## src/rtl/core/wwpf_pkg.sv

```systemverilog
// Shared types and constants for the wrapped-window peak finder.
`timescale 1ns / 1ps
package wwpf_pkg;

  // Configuration register indexes
  typedef enum logic [1:0] {
    CFG_PAD_WIDTH  = 2'd0,
    CFG_PAD_HEIGHT = 2'd1,
    CFG_RADIUS     = 2'd2,
    CFG_SCALE      = 2'd3
  } cfg_idx_e;

  localparam int CFG_IDX_W   = 2;
  localparam int CFG_DATA_W  = 17;
  localparam int DIM_CFG_W   = 11;
  localparam int RADIUS_W    = 10;
  localparam int LIM_W       = 2 * RADIUS_W;
  localparam int SCALE_W     = 17;

  localparam logic [DIM_CFG_W-1:0] PAD_DIM_RST = 11'd1024;
  localparam logic [RADIUS_W-1:0]  RADIUS_RST  = 10'd20;
  localparam logic [SCALE_W-1:0]   SCALE_RST   = 17'd16384;

  localparam int MAX_DIM_DEF     = 1024;
  localparam int SAMPLE_BITS_DEF = 32;

  localparam int SAMPLE_W = 32;
  // sample after extension; one spare bit keeps wide SAMPLE_BITS values positive
  localparam int VALUE_W  = SAMPLE_W + 1;

  localparam int OFFSET_W    = 10;
  localparam int SHIFT_W     = 26;
  localparam int PEAK_W      = 32;
  localparam int XS_LSB      = 2 * OFFSET_W;
  localparam int YS_LSB      = XS_LSB + SHIFT_W;
  localparam int PK_LSB      = YS_LSB + SHIFT_W;
  localparam int OUT_DATA_W  = PK_LSB + PEAK_W;
  localparam int SHIFT_LIMIT = 33488896;

  // handshake between two stages
  typedef struct packed {
    logic valid;
    logic last;
  } stage_ctl_t;

endpackage

```

## src/rtl/core/wwpf_cfg_regs.sv

```systemverilog
// Configuration registers, holding clamped raster size, squared radius and scale.
`timescale 1ns / 1ps
module wwpf_cfg_regs #(
  parameter int MAX_DIM = wwpf_pkg::MAX_DIM_DEF,
  parameter int DIM_W   = $clog2(MAX_DIM + 1)
) (
  input  logic                             clk_i,
  input  logic                             rst_ni,
  input  logic                             cfg_we_i,
  input  logic [wwpf_pkg::CFG_IDX_W-1:0]   cfg_index_i,
  input  logic [wwpf_pkg::CFG_DATA_W-1:0]  cfg_wdata_i,
  output logic [DIM_W-1:0]                 width_o,
  output logic [DIM_W-1:0]                 height_o,
  output logic [wwpf_pkg::LIM_W-1:0]       lim_o,
  output logic [wwpf_pkg::SCALE_W-1:0]     scale_o
);
  import wwpf_pkg::*;

  logic [DIM_W-1:0]   width_q, height_q;
  logic [LIM_W-1:0]   lim_q;
  logic [SCALE_W-1:0] scale_q;
  logic [RADIUS_W-1:0] radius_w;

  function automatic logic [DIM_W-1:0] clamp_dim(input logic [DIM_CFG_W-1:0] d);
    logic [DIM_W-1:0] r;
    if (d == '0) begin
      r = DIM_W'(1);
    end else if ({21'b0, d} > 32'(MAX_DIM)) begin
      r = DIM_W'(MAX_DIM);
    end else begin
      r = DIM_W'(d);
    end
    return r;
  endfunction

  assign radius_w = cfg_wdata_i[RADIUS_W-1:0];

  always_ff @(posedge clk_i or negedge rst_ni) begin
    if (!rst_ni) begin
      width_q  <= clamp_dim(PAD_DIM_RST);
      height_q <= clamp_dim(PAD_DIM_RST);
      lim_q    <= LIM_W'(RADIUS_RST) * LIM_W'(RADIUS_RST);
      scale_q  <= SCALE_RST;
    end else if (cfg_we_i) begin
      case (cfg_idx_e'(cfg_index_i))
        CFG_PAD_WIDTH:  width_q  <= clamp_dim(cfg_wdata_i[DIM_CFG_W-1:0]);
        CFG_PAD_HEIGHT: height_q <= clamp_dim(cfg_wdata_i[DIM_CFG_W-1:0]);
        CFG_RADIUS:     lim_q    <= LIM_W'(radius_w) * LIM_W'(radius_w);
        CFG_SCALE:      scale_q  <= cfg_wdata_i[SCALE_W-1:0];
        default: ;
      endcase
    end
  end

  assign width_o  = width_q;
  assign height_o = height_q;
  assign lim_o    = lim_q;
  assign scale_o  = scale_q;

endmodule

```

## src/rtl/core/wwpf_raster_pos.sv

```systemverilog
// Column and row counters with wrapped signed offsets of the current position.
`timescale 1ns / 1ps
module wwpf_raster_pos #(
  parameter int MAX_DIM = wwpf_pkg::MAX_DIM_DEF,
  parameter int DIM_W   = $clog2(MAX_DIM + 1),
  parameter int CNT_W   = $clog2(MAX_DIM),
  parameter int OFF_W   = CNT_W + 1
) (
  input  logic                    clk_i,
  input  logic                    rst_ni,
  input  logic [DIM_W-1:0]        width_i,
  input  logic [DIM_W-1:0]        height_i,
  input  logic                    accept_i,
  input  logic                    last_i,
  output logic signed [OFF_W-1:0] dx_o,
  output logic signed [OFF_W-1:0] dy_o,
  output logic                    origin_o
);

  logic [CNT_W-1:0] col_q, row_q, col_d, row_d;
  logic [CNT_W-1:0] col, row;
  logic [DIM_W-1:0] col_nx, row_nx;
  logic signed [DIM_W:0] dx_wr, dy_wr;

  // a count left beyond a smaller raster reads as zero
  assign col = (DIM_W'(col_q) >= width_i)  ? '0 : col_q;
  assign row = (DIM_W'(row_q) >= height_i) ? '0 : row_q;

  assign col_nx = DIM_W'(col) + DIM_W'(1);
  assign row_nx = DIM_W'(row) + DIM_W'(1);

  assign dx_wr = $signed({1'b0, DIM_W'(col)}) - $signed({1'b0, width_i});
  assign dy_wr = $signed({1'b0, DIM_W'(row)}) - $signed({1'b0, height_i});

  assign dx_o = ({col, 1'b0} >= (CNT_W + 1)'(width_i))  ? dx_wr[OFF_W-1:0]
                                                        : $signed({1'b0, col});
  assign dy_o = ({row, 1'b0} >= (CNT_W + 1)'(height_i)) ? dy_wr[OFF_W-1:0]
                                                        : $signed({1'b0, row});
  assign origin_o = (col == '0) && (row == '0);

  always_comb begin
    col_d = col_q;
    row_d = row_q;
    if (accept_i) begin
      if (last_i) begin
        col_d = '0;
        row_d = '0;
      end else if (col_nx >= width_i) begin
        col_d = '0;
        row_d = (row_nx >= height_i) ? '0 : row_nx[CNT_W-1:0];
      end else begin
        col_d = col_nx[CNT_W-1:0];
        row_d = row;
      end
    end
  end

  always_ff @(posedge clk_i or negedge rst_ni) begin
    if (!rst_ni) begin
      col_q <= '0;
      row_q <= '0;
    end else begin
      col_q <= col_d;
      row_q <= row_d;
    end
  end

endmodule

```

## src/rtl/core/wwpf_peak_track.sv

```systemverilog
// Input register, in-circle test and running peak, with the pending result stage.
`timescale 1ns / 1ps
module wwpf_peak_track #(
  parameter int SAMPLE_BITS = wwpf_pkg::SAMPLE_BITS_DEF,
  parameter int OFF_W       = 11
) (
  input  logic                                clk_i,
  input  logic                                rst_ni,
  input  logic [wwpf_pkg::LIM_W-1:0]          lim_i,
  input  wwpf_pkg::stage_ctl_t                in_ctl_i,
  output logic                                in_ready_o,
  input  logic [wwpf_pkg::SAMPLE_W-1:0]       sample_i,
  input  logic signed [OFF_W-1:0]             dx_i,
  input  logic signed [OFF_W-1:0]             dy_i,
  input  logic                                origin_i,
  output logic                                res_valid_o,
  input  logic                                res_ready_i,
  output logic signed [OFF_W-1:0]             res_x_o,
  output logic signed [OFF_W-1:0]             res_y_o,
  output logic signed [wwpf_pkg::VALUE_W-1:0] res_value_o
);
  import wwpf_pkg::*;

  localparam int SUM_W = 2 * OFF_W + 1;
  localparam int CMP_W = (SUM_W > LIM_W) ? SUM_W : LIM_W;

  logic signed [VALUE_W-1:0] value_ext;

  if (SAMPLE_BITS > SAMPLE_W) begin : g_zext
    assign value_ext = {1'b0, sample_i};
  end else begin : g_sext
    assign value_ext = {{(VALUE_W - SAMPLE_BITS){sample_i[SAMPLE_BITS-1]}},
                        sample_i[SAMPLE_BITS-1:0]};
  end

  // input register
  logic                      s1_valid_q, s1_last_q, s1_org_q;
  logic signed [VALUE_W-1:0] s1_val_q;
  logic signed [OFF_W-1:0]   s1_dx_q, s1_dy_q;

  // running peak
  logic signed [VALUE_W-1:0] best_val_q, best_val_d;
  logic signed [OFF_W-1:0]   best_x_q, best_x_d, best_y_q, best_y_d;

  // pending result
  logic                      s2_valid_q;
  logic signed [VALUE_W-1:0] s2_val_q;
  logic signed [OFF_W-1:0]   s2_x_q, s2_y_q;

  logic s2_free, s1_go, accept, in_circle;
  logic [2*OFF_W-1:0] sq_x, sq_y;
  logic [SUM_W-1:0]   rsq;

  assign s2_free    = !s2_valid_q || res_ready_i;
  assign s1_go      = s1_valid_q && (!s1_last_q || s2_free);
  assign in_ready_o = !s1_valid_q || s1_go;
  assign accept     = in_ctl_i.valid && in_ready_o;

  assign sq_x      = $unsigned((2*OFF_W)'(s1_dx_q) * (2*OFF_W)'(s1_dx_q));
  assign sq_y      = $unsigned((2*OFF_W)'(s1_dy_q) * (2*OFF_W)'(s1_dy_q));
  assign rsq       = SUM_W'(sq_x) + SUM_W'(sq_y);
  assign in_circle = CMP_W'(rsq) < CMP_W'(lim_i);

  always_comb begin
    best_val_d = best_val_q;
    best_x_d   = best_x_q;
    best_y_d   = best_y_q;
    if (s1_go) begin
      if (s1_org_q) begin
        best_val_d = s1_val_q;
        best_x_d   = '0;
        best_y_d   = '0;
      end else if (in_circle && (s1_val_q > best_val_q)) begin
        best_val_d = s1_val_q;
        best_x_d   = s1_dx_q;
        best_y_d   = s1_dy_q;
      end
    end
  end

  always_ff @(posedge clk_i or negedge rst_ni) begin
    if (!rst_ni) begin
      s1_valid_q <= 1'b0;
      s2_valid_q <= 1'b0;
      best_val_q <= '0;
      best_x_q   <= '0;
      best_y_q   <= '0;
    end else begin
      best_val_q <= best_val_d;
      best_x_q   <= best_x_d;
      best_y_q   <= best_y_d;
      if (accept) begin
        s1_valid_q <= 1'b1;
      end else if (s1_go) begin
        s1_valid_q <= 1'b0;
      end
      if (s1_go && s1_last_q) begin
        s2_valid_q <= 1'b1;
      end else if (res_ready_i) begin
        s2_valid_q <= 1'b0;
      end
    end
  end

  always_ff @(posedge clk_i) begin
    if (accept) begin
      s1_val_q  <= value_ext;
      s1_last_q <= in_ctl_i.last;
      s1_dx_q   <= dx_i;
      s1_dy_q   <= dy_i;
      s1_org_q  <= origin_i;
    end
    if (s1_go && s1_last_q) begin
      s2_val_q <= best_val_d;
      s2_x_q   <= best_x_d;
      s2_y_q   <= best_y_d;
    end
  end

  assign res_valid_o = s2_valid_q;
  assign res_x_o     = s2_x_q;
  assign res_y_o     = s2_y_q;
  assign res_value_o = s2_val_q;

endmodule

```

## src/rtl/core/wwpf_shift_out.sv

```systemverilog
// Scaling of peak offsets to Q16 shifts with saturation, and the output register.
`timescale 1ns / 1ps
module wwpf_shift_out #(
  parameter int OFF_W = 11
) (
  input  logic                                clk_i,
  input  logic                                rst_ni,
  input  logic [wwpf_pkg::SCALE_W-1:0]        scale_i,
  input  logic                                res_valid_i,
  output logic                                res_ready_o,
  input  logic signed [OFF_W-1:0]             res_x_i,
  input  logic signed [OFF_W-1:0]             res_y_i,
  input  logic signed [wwpf_pkg::VALUE_W-1:0] res_value_i,
  output logic                                m_axis_tvalid,
  input  logic                                m_axis_tready,
  output logic [wwpf_pkg::OUT_DATA_W-1:0]     m_axis_tdata
);
  import wwpf_pkg::*;

  localparam int PROD_W = OFF_W + SCALE_W + 1;
  localparam int SAT_W  = (PROD_W > SHIFT_W + 1) ? PROD_W : SHIFT_W + 1;
  localparam int EXT_W  = (OFF_W > OFFSET_W) ? OFF_W : OFFSET_W;
  localparam logic signed [SAT_W-1:0] SAT_HI = SAT_W'(SHIFT_LIMIT);
  localparam logic signed [SAT_W-1:0] SAT_LO = -SAT_W'(SHIFT_LIMIT);

  logic                         out_valid_q;
  logic [OUT_DATA_W-1:0]        out_data_q;
  logic signed [SCALE_W:0]      scale_s;
  logic signed [PROD_W-1:0]     prod_x, prod_y;
  logic signed [SAT_W-1:0]      wide_x, wide_y;
  logic signed [SHIFT_W-1:0]    shift_x, shift_y;
  logic signed [EXT_W-1:0]      ext_x, ext_y;
  logic                         load;

  function automatic logic signed [SHIFT_W-1:0] sat_shift(input logic signed [SAT_W-1:0] p);
    logic signed [SAT_W-1:0] r;
    if (p > SAT_HI) begin
      r = SAT_HI;
    end else if (p < SAT_LO) begin
      r = SAT_LO;
    end else begin
      r = p;
    end
    return r[SHIFT_W-1:0];
  endfunction

  assign scale_s = $signed({1'b0, scale_i});
  assign prod_x  = PROD_W'(res_x_i) * PROD_W'(scale_s);
  assign prod_y  = PROD_W'(res_y_i) * PROD_W'(scale_s);
  assign wide_x  = SAT_W'(prod_x);
  assign wide_y  = SAT_W'(prod_y);
  assign shift_x = sat_shift(wide_x);
  assign shift_y = sat_shift(wide_y);
  assign ext_x   = EXT_W'(res_x_i);
  assign ext_y   = EXT_W'(res_y_i);

  assign res_ready_o = !out_valid_q || m_axis_tready;
  assign load        = res_valid_i && res_ready_o;

  always_ff @(posedge clk_i or negedge rst_ni) begin
    if (!rst_ni) begin
      out_valid_q <= 1'b0;
    end else if (load) begin
      out_valid_q <= 1'b1;
    end else if (m_axis_tready) begin
      out_valid_q <= 1'b0;
    end
  end

  always_ff @(posedge clk_i) begin
    if (load) begin
      out_data_q <= {res_value_i[PEAK_W-1:0], shift_y, shift_x,
                     ext_y[OFFSET_W-1:0], ext_x[OFFSET_W-1:0]};
    end
  end

  assign m_axis_tvalid = out_valid_q;
  assign m_axis_tdata  = out_data_q;

endmodule

```

## src/rtl/core/wrapped_window_peak_finder.sv

```systemverilog
// Top level of the wrapped-window correlation peak finder.
//
//  channel   direction  handshake                    payload
//  s_axis    in         s_axis_tvalid/s_axis_tready  tdata: sample; tlast: last
//  m_axis    out        m_axis_tvalid/m_axis_tready  tdata: x_offset, y_offset,
//                                                    x_shift_q16, y_shift_q16, peak_value
//  cfg       in         cfg_we_i                     cfg_index_i, cfg_wdata_i
//
// One item per cycle, but for the hold on a last-marked item below. The result of a raster
// passes through the input register and peak update into the pending result stage, then
// through the offset-times-scale multiply into the output register, which drives m_axis.
// Reset clears counters, running peak and valid flags, and sets registers to defaults.
// Items keep flowing while a result waits; only a further last-marked item is held
// while both the pending result stage and the output register are full.
`timescale 1ns / 1ps
module wrapped_window_peak_finder #(
  parameter int MAX_DIM     = wwpf_pkg::MAX_DIM_DEF,
  parameter int SAMPLE_BITS = wwpf_pkg::SAMPLE_BITS_DEF
) (
  input  logic                              clk_i,
  input  logic                              rst_ni,
  input  logic                              s_axis_tvalid,
  output logic                              s_axis_tready,
  input  logic [wwpf_pkg::SAMPLE_W-1:0]     s_axis_tdata,   // [31:0] sample
  input  logic                              s_axis_tlast,
  output logic                              m_axis_tvalid,
  input  logic                              m_axis_tready,
  // [9:0] x_offset, [19:10] y_offset, [45:20] x_shift_q16, [71:46] y_shift_q16,
  // [103:72] peak_value
  output logic [wwpf_pkg::OUT_DATA_W-1:0]   m_axis_tdata,
  input  logic                              cfg_we_i,
  input  logic [wwpf_pkg::CFG_IDX_W-1:0]    cfg_index_i,
  input  logic [wwpf_pkg::CFG_DATA_W-1:0]   cfg_wdata_i
);
  import wwpf_pkg::*;

  localparam int DIM_W = $clog2(MAX_DIM + 1);
  localparam int CNT_W = $clog2(MAX_DIM);
  localparam int OFF_W = CNT_W + 1;

  logic [DIM_W-1:0]          width, height;
  logic [LIM_W-1:0]          lim;
  logic [SCALE_W-1:0]        scale;
  logic signed [OFF_W-1:0]   dx, dy, res_x, res_y;
  logic                      origin, res_valid, res_ready;
  logic signed [VALUE_W-1:0] res_value;
  stage_ctl_t                in_ctl;

  assign in_ctl.valid = s_axis_tvalid;
  assign in_ctl.last  = s_axis_tlast;

  wwpf_cfg_regs #(
    .MAX_DIM (MAX_DIM),
    .DIM_W   (DIM_W)
  ) u_cfg (
    .clk_i       (clk_i),
    .rst_ni      (rst_ni),
    .cfg_we_i    (cfg_we_i),
    .cfg_index_i (cfg_index_i),
    .cfg_wdata_i (cfg_wdata_i),
    .width_o     (width),
    .height_o    (height),
    .lim_o       (lim),
    .scale_o     (scale)
  );

  wwpf_raster_pos #(
    .MAX_DIM (MAX_DIM),
    .DIM_W   (DIM_W),
    .CNT_W   (CNT_W),
    .OFF_W   (OFF_W)
  ) u_pos (
    .clk_i    (clk_i),
    .rst_ni   (rst_ni),
    .width_i  (width),
    .height_i (height),
    .accept_i (s_axis_tvalid && s_axis_tready),
    .last_i   (s_axis_tlast),
    .dx_o     (dx),
    .dy_o     (dy),
    .origin_o (origin)
  );

  wwpf_peak_track #(
    .SAMPLE_BITS (SAMPLE_BITS),
    .OFF_W       (OFF_W)
  ) u_track (
    .clk_i       (clk_i),
    .rst_ni      (rst_ni),
    .lim_i       (lim),
    .in_ctl_i    (in_ctl),
    .in_ready_o  (s_axis_tready),
    .sample_i    (s_axis_tdata),
    .dx_i        (dx),
    .dy_i        (dy),
    .origin_i    (origin),
    .res_valid_o (res_valid),
    .res_ready_i (res_ready),
    .res_x_o     (res_x),
    .res_y_o     (res_y),
    .res_value_o (res_value)
  );

  wwpf_shift_out #(
    .OFF_W (OFF_W)
  ) u_out (
    .clk_i         (clk_i),
    .rst_ni        (rst_ni),
    .scale_i       (scale),
    .res_valid_i   (res_valid),
    .res_ready_o   (res_ready),
    .res_x_i       (res_x),
    .res_y_i       (res_y),
    .res_value_i   (res_value),
    .m_axis_tvalid (m_axis_tvalid),
    .m_axis_tready (m_axis_tready),
    .m_axis_tdata  (m_axis_tdata)
  );

endmodule

```

## config.mk

```make
export PLATFORM = sky130hd
export DESIGN_NAME = wrapped_window_peak_finder
export DESIGN_NICKNAME = d
export VERILOG_FILES = /design/src/rtl/core/wwpf_pkg.sv /design/src/rtl/core/wwpf_cfg_regs.sv /design/src/rtl/core/wwpf_raster_pos.sv /design/src/rtl/core/wwpf_peak_track.sv /design/src/rtl/core/wwpf_shift_out.sv /design/src/rtl/core/wrapped_window_peak_finder.sv
export SDC_FILE = /design/constraint.sdc
export NUM_CORES = 2
export LEC_CHECK = 0
export ABC_CLOCK_PERIOD_IN_PS = 11700
export BUFFER_PORTS_ARGS = -buffer_cell sky130_fd_sc_hd__clkbuf_2
export CELL_PAD_IN_SITES_DETAIL_PLACEMENT = 1
export CELL_PAD_IN_SITES_GLOBAL_PLACEMENT = 1
export CORE_ASPECT_RATIO = 0.8
export CORE_UTILIZATION = 30
export CTS_CLUSTER_SIZE = 12
export DETAILED_ROUTE_END_ITERATION = 10
export GPL_ROUTABILITY_DRIVEN = 0
export PLACE_DENSITY = 0.59
export SLEW_MARGIN = 20
export SYNTH_ARGS = -nofsm -noshare
export SYNTH_HDL_FRONTEND = slang
export SYNTH_HIERARCHICAL = 1
export SYNTH_SLANG_ARGS = --single-unit
```

## constraint.sdc

```tcl
create_clock -name clk_i -period 11.7 [get_ports clk_i]
set_input_delay 0.585 -clock clk_i [delete_from_list [all_inputs] [get_ports clk_i]]
set_output_delay 0.585 -clock clk_i [all_outputs]
set_load 0.005 [all_outputs]
```

# After elaboration in Yosys (flattened, before gate mapping)
# Cells that the tools add are included.
# classes
multipliers	5
n_reduce_logical	27
mux	28
n_lt_le_gt_ge	13
add_sub_neg	5
eq_ne	3
# ops
cell	count
$mux W33	3
$mux W10	9
$mux W11	8
$gt A29 B26 Y1 const B	2
$lt A29 B26 Y1 const B	2
$mul A11 B18 Y29	2
$mux W26	2
$ge A11 B11 Y1	4
$mul A11 B11 Y22	2
$gt A32 B33 Y1	1
$add A22 B22 Y23	1
$lt A23 B20 Y1	1
$add A10 B1 Y11 const B	2
$ge A10 B11 Y1	2
$sub A10 B11 Y11	2
$logic_not A10 Y1	2
$mul A10 B10 Y20	1
$gt A11 B11 Y1 const B	1
$logic_not A11 Y1	1
$reduce_and A2 Y1	4
$logic_and A1 B1 Y1	6
$mux W1	6
$reduce_bool A2 Y1	3
$eq A2 B2 Y1 const B	2
other kinds (5)	12
# word_totals
register_bits	351
output_inout_bits	106
inputBits	57

# Logic depth before layout (Yosys ltp)
# logic_depth
ltp_word	8
ltp_mapped	40
mapped_depth_nobuf	37

# Cells and area by module
# The synthesis kept the hierarchy.
# modules_own_cells
module	instances	cells_per_inst	area_per_inst_um2
wwpf_shift_out	1	1814	17105.2
wwpf_peak_track	1	1560	16525.8
wwpf_cfg_regs	1	534	5046.1
wwpf_raster_pos	1	512	3981.3
wrapped_window_peak_finder	1	1	6.3

# Worst setup path after synthesis
# OpenSTA, ideal clock, no wires.
# synth_timing
path_kind	register -> register
start	register u_track.s1_dy_q[2]
end	register u_track.s2_val_q[10] (netlist: u_track/res_value_o[10]), data pin
t_required_ns	11.438
n_path_buf	2
slack_ns	3.590
setup_ns	0.262
arrival_time_ns	7.848
synth_period_minus_slack_ns	8.110
stages_incl_launch_ff	36
path_cell_list	edfxtp_1 > clkbuf_1 > nand2_1 > fa_1 > inv_1 > fa_1 > inv_1 > fa_1 > inv_1 > fa_1 > inv_1 > fa_1 > inv_1 > ha_1 > o21a_1 > o21ai_0 > a21oi_1 > o31ai_1 > nor2b_1 > xnor2_1 > ha_1 > nand2_1 > or2_2 > and3_1 > xnor2_1 > ha_1 > a21o_1 > a21oi_1 > nor2b_1 > o21ai_0 > o2111a_1 > o211ai_1 > nor4_4 > o21ai_2 > buf_6 > mux2_4
# synth_via
elab_chain_len	7
# synth_rtl
element	line	rtl
from (decl)	wwpf_peak_track.sv:39	logic signed [OFF_W-1:0] s1_dx_q, s1_dy_q;
from (signal assigned)	wwpf_peak_track.sv:110	s1_dy_q <= dy_i;
$mul A11 B11 Y22	wwpf_peak_track.sv:60	assign sq_y = $unsigned((2*OFF_W)'(s1_dy_q) * (2*OFF_W)'(s1_dy_q));
$add A22 B22 Y23	wwpf_peak_track.sv:61	assign rsq = SUM_W'(sq_x) + SUM_W'(sq_y);
$lt A23 B20 Y1	wwpf_peak_track.sv:62	assign in_circle = CMP_W'(rsq) < CMP_W'(lim_i);
$logic_and A1 B1 Y1	wwpf_peak_track.sv:73	end else if (in_circle && (s1_val_q > best_val_q)) begin
$mux W33	wwpf_peak_track.sv:73	
$mux W33	wwpf_peak_track.sv:69	if (s1_org_q) begin
$mux W33	wwpf_peak_track.sv:68	if (s1_go) begin
net u_track.best_val_d[10]	wwpf_peak_track.sv:42	logic signed [VALUE_W-1:0] best_val_q, best_val_d;
to (signal assigned)	wwpf_peak_track.sv:114	s2_val_q <= best_val_d;
to (decl)	wwpf_peak_track.sv:47	logic signed [VALUE_W-1:0] s2_val_q;
# The timed path passes the listed nets, and every way through them passes these cells.
# A chain may end at the register's enable or synchronous reset.

# Worst setup path in the final report
# layout_timing
start	register u_track.s1_dx_q[4]
end	register u_track.s2_val_q[8] (netlist: u_track/res_value_o[8]), data pin
# layout_via
elab_chain_len	7
# layout_rtl
element	line	rtl
from (decl)	wwpf_peak_track.sv:39	
from (signal assigned)	wwpf_peak_track.sv:109	s1_dx_q <= dx_i;
$mul A11 B11 Y22	wwpf_peak_track.sv:59	assign sq_x = $unsigned((2*OFF_W)'(s1_dx_q) * (2*OFF_W)'(s1_dx_q));
$add A22 B22 Y23	wwpf_peak_track.sv:61	
$lt A23 B20 Y1	wwpf_peak_track.sv:62	
$logic_and A1 B1 Y1	wwpf_peak_track.sv:73	
$mux W33	wwpf_peak_track.sv:73	
$mux W33	wwpf_peak_track.sv:69	
$mux W33	wwpf_peak_track.sv:68	
net u_track.best_val_d[8]	wwpf_peak_track.sv:42	
# The timed path passes the listed nets, and every way through them passes these cells.

==> impl_metrics.tcl <==
set metrics [dict create \
    multi_input_area_um2 29000 \
    fin_crit_ns 9.66 \
    tns_ns 0 \
    ant_nets 0 \
    die_x_um 423 \
    vias 30900 \
    antenna_found_initial 6 \
    area_delta_synth_final_pct 9.92 \
    rows 123 \
    crit_top_cell "inv_1" \
    initial_utilization 0.303 \
    drive_gt1_frac 0.0878 \
    port-buffer-count 162 \
    drt_iter0_drc 1354 \
    fmax_mhz 103 \
    slowest_delay_ns 0.59 \
    critPathLaunchType "register" \
    cts_made_buffers 42 \
    wirelength_mm 121 \
    relSlewSlack 0.301 \
    fin_worst_skew_ns 0.0752 \
    fill_cells 16200 \
    first_global_vias 34100 \
    via_per_inst 4.82 \
    rsz0062_at_grt "false" \
    cp-end-kind "register" \
    cts_resized 0 \
    synth_warnings 6 \
    grt-ovfl-total 0 \
    grt_pass1_wl_mm 196 \
    fin_util 0.333 \
    rrSetupSlack_ns 2.04 \
    setup_violations 0 \
    num-nets-final 5555 \
    failed_checks "DRC" \
    cts.sinks 350 \
    htree_levels 2 \
    status "finished, violations left" \
    ios 163 \
    core_um2 141000 \
    syn_avg_cell_area_um2 9.65 \
    drv_cap 0 \
    die_y_um 339 \
    fin_ws_ns 2.04 \
    hp-class "input port to register" \
    clk_latency_ns 0.65 \
    netlist_area_um2 42600 \
    dp_hpwl_mm 97.4 \
    cts_buffer_depth 3 \
    cp_max_fo 34 \
    arrival_ns 10.02 \
    syn_nets 5467 \
    grt_usage 0.172 \
    syn_inst 4420 \
    wl_per_cell_um 18.9 \
    hold_viol_final 0 \
    drc 16 \
    clkTransAtPathRegs_ns 0.07 \
    path_class "register to register" \
    root_buffer "clkbuf_16" \
    cts_tree "yes" \
    ff_latch_area_um2 9840 \
    dr.pass1.iters 8 \
    tightestPinTransition_ns 1.05 \
    required_ns 12.06 \
    post-route-period-util 0.826 \
    die_area_um2 144000 \
    place_ws_ns 2.13 \
    drv_slew 0 \
    critPathSlowestCell "edfxtp_1" \
    grt_start_max_net_pins 74 \
]
==> critical path, delay by kind of cell, from the launching register on <==
family | cells | cell delay, ns
compound gates | 12 | 2.52
flops | 1 | 0.59
fa+ha+maj | 8 | 3.10
buf+inv | 7 | 1.16
simple gates | 8 | 1.29
xor+xnor | 2 | 0.24
mux | 1 | 0.40
==> final cells by class <==
cell class                      instances  share of cell area
Antenna cell                            1           0.0000534
Inverter                              834              0.0668
Timing Repair Buffer                  196              0.0229
Clock buffer                           58              0.0253
Tap cell                             1875              0.0501
Sequential cell                       350               0.210
Clock inverter                         20             0.00521
Multi-Input combinational cell       3084               0.620
==> sequential cells by signal, indices dropped and copies added (netlist names), 17 cells and up <==
register	count
u_cfg/scale_o	17
u_track/res_value_o	32
u_track/best_val_q	33
u_cfg/lim_o	19
u_track/s1_val_q	32
u_out/m_axis_tdata	104
==> metal layers <==
layer	up-vias	GRT usage	routed length (µm)
met1	15900	0.249	59600
li1	14600	-	-
met4	2	0.0291	1830
met5	-	0	205
met2	385	0.279	56000
met3	102	0.0172	3520
==> worst paths after layout <==
check / startpoint / end / cells after the start
max: u_track/s1_dx_q[4]$_DFFE_PP_ / u_track/res_value_o[8]$_DFFE_PP_ / 38
min: s_axis_tdata[31] / u_track/s1_val_q[31]$_DFFE_PP_ / 1
max reg2reg: u_track/s1_dx_q[4]$_DFFE_PP_ / u_track/res_value_o[8]$_DFFE_PP_ / 38
min reg2reg: u_track/res_value_o[16]$_DFFE_PP_ / u_out/m_axis_tdata[88]$_DFFE_PP_ / 0
max in group asynchronous: rst_ni / u_cfg/scale_o[1]$_DFFE_PN0P_ / 3
min in group asynchronous: rst_ni / u_pos/row_q[7]$_DFFE_PN0P_ / 2
==> metrics by stage <==
| step | std cells | cell area [µm²] | hold WS [ns] |
|---|---|---|---|
| 2_1_floorplan | 4420 | 42600 | 0.289 |
| 3_3_place_gp | 6338 | 45400 | 0.402 |
| 3_5_place_dp | 6338 | 45400 | 0.405 |
| 4_1_cts | 6417 | 46900 | 0.0944 |
| 5_1_grt | 6417 | 46900 | 0.114 |
| 6_report | 6418 | 46900 | 0.139 |
==> timing repair <==
item	CTS	global route
buffers inserted	0	0
hold buffers	1	0
hold endpoints to repair	4	0
==> cell usage in the layout, fill, tap and decap left out, types with 63 or more instances in the layout <==
cell / instances
a21oi_1: 149
edfxtp_1: 214
nor2_1: 184
xnor2_1: 103
dfrtp_1: 129
ha_1: 462
and2_1: 244
o21ai_0: 140
nand2_1: 459
a21o_1: 63
nand3_1: 68
inv_1: 831
clkbuf_2: 161
fa_1: 528
Power is left out: the tool's default activity adds up to more than one toggle a clock period on the data nets, which glitch-free logic cannot reach.
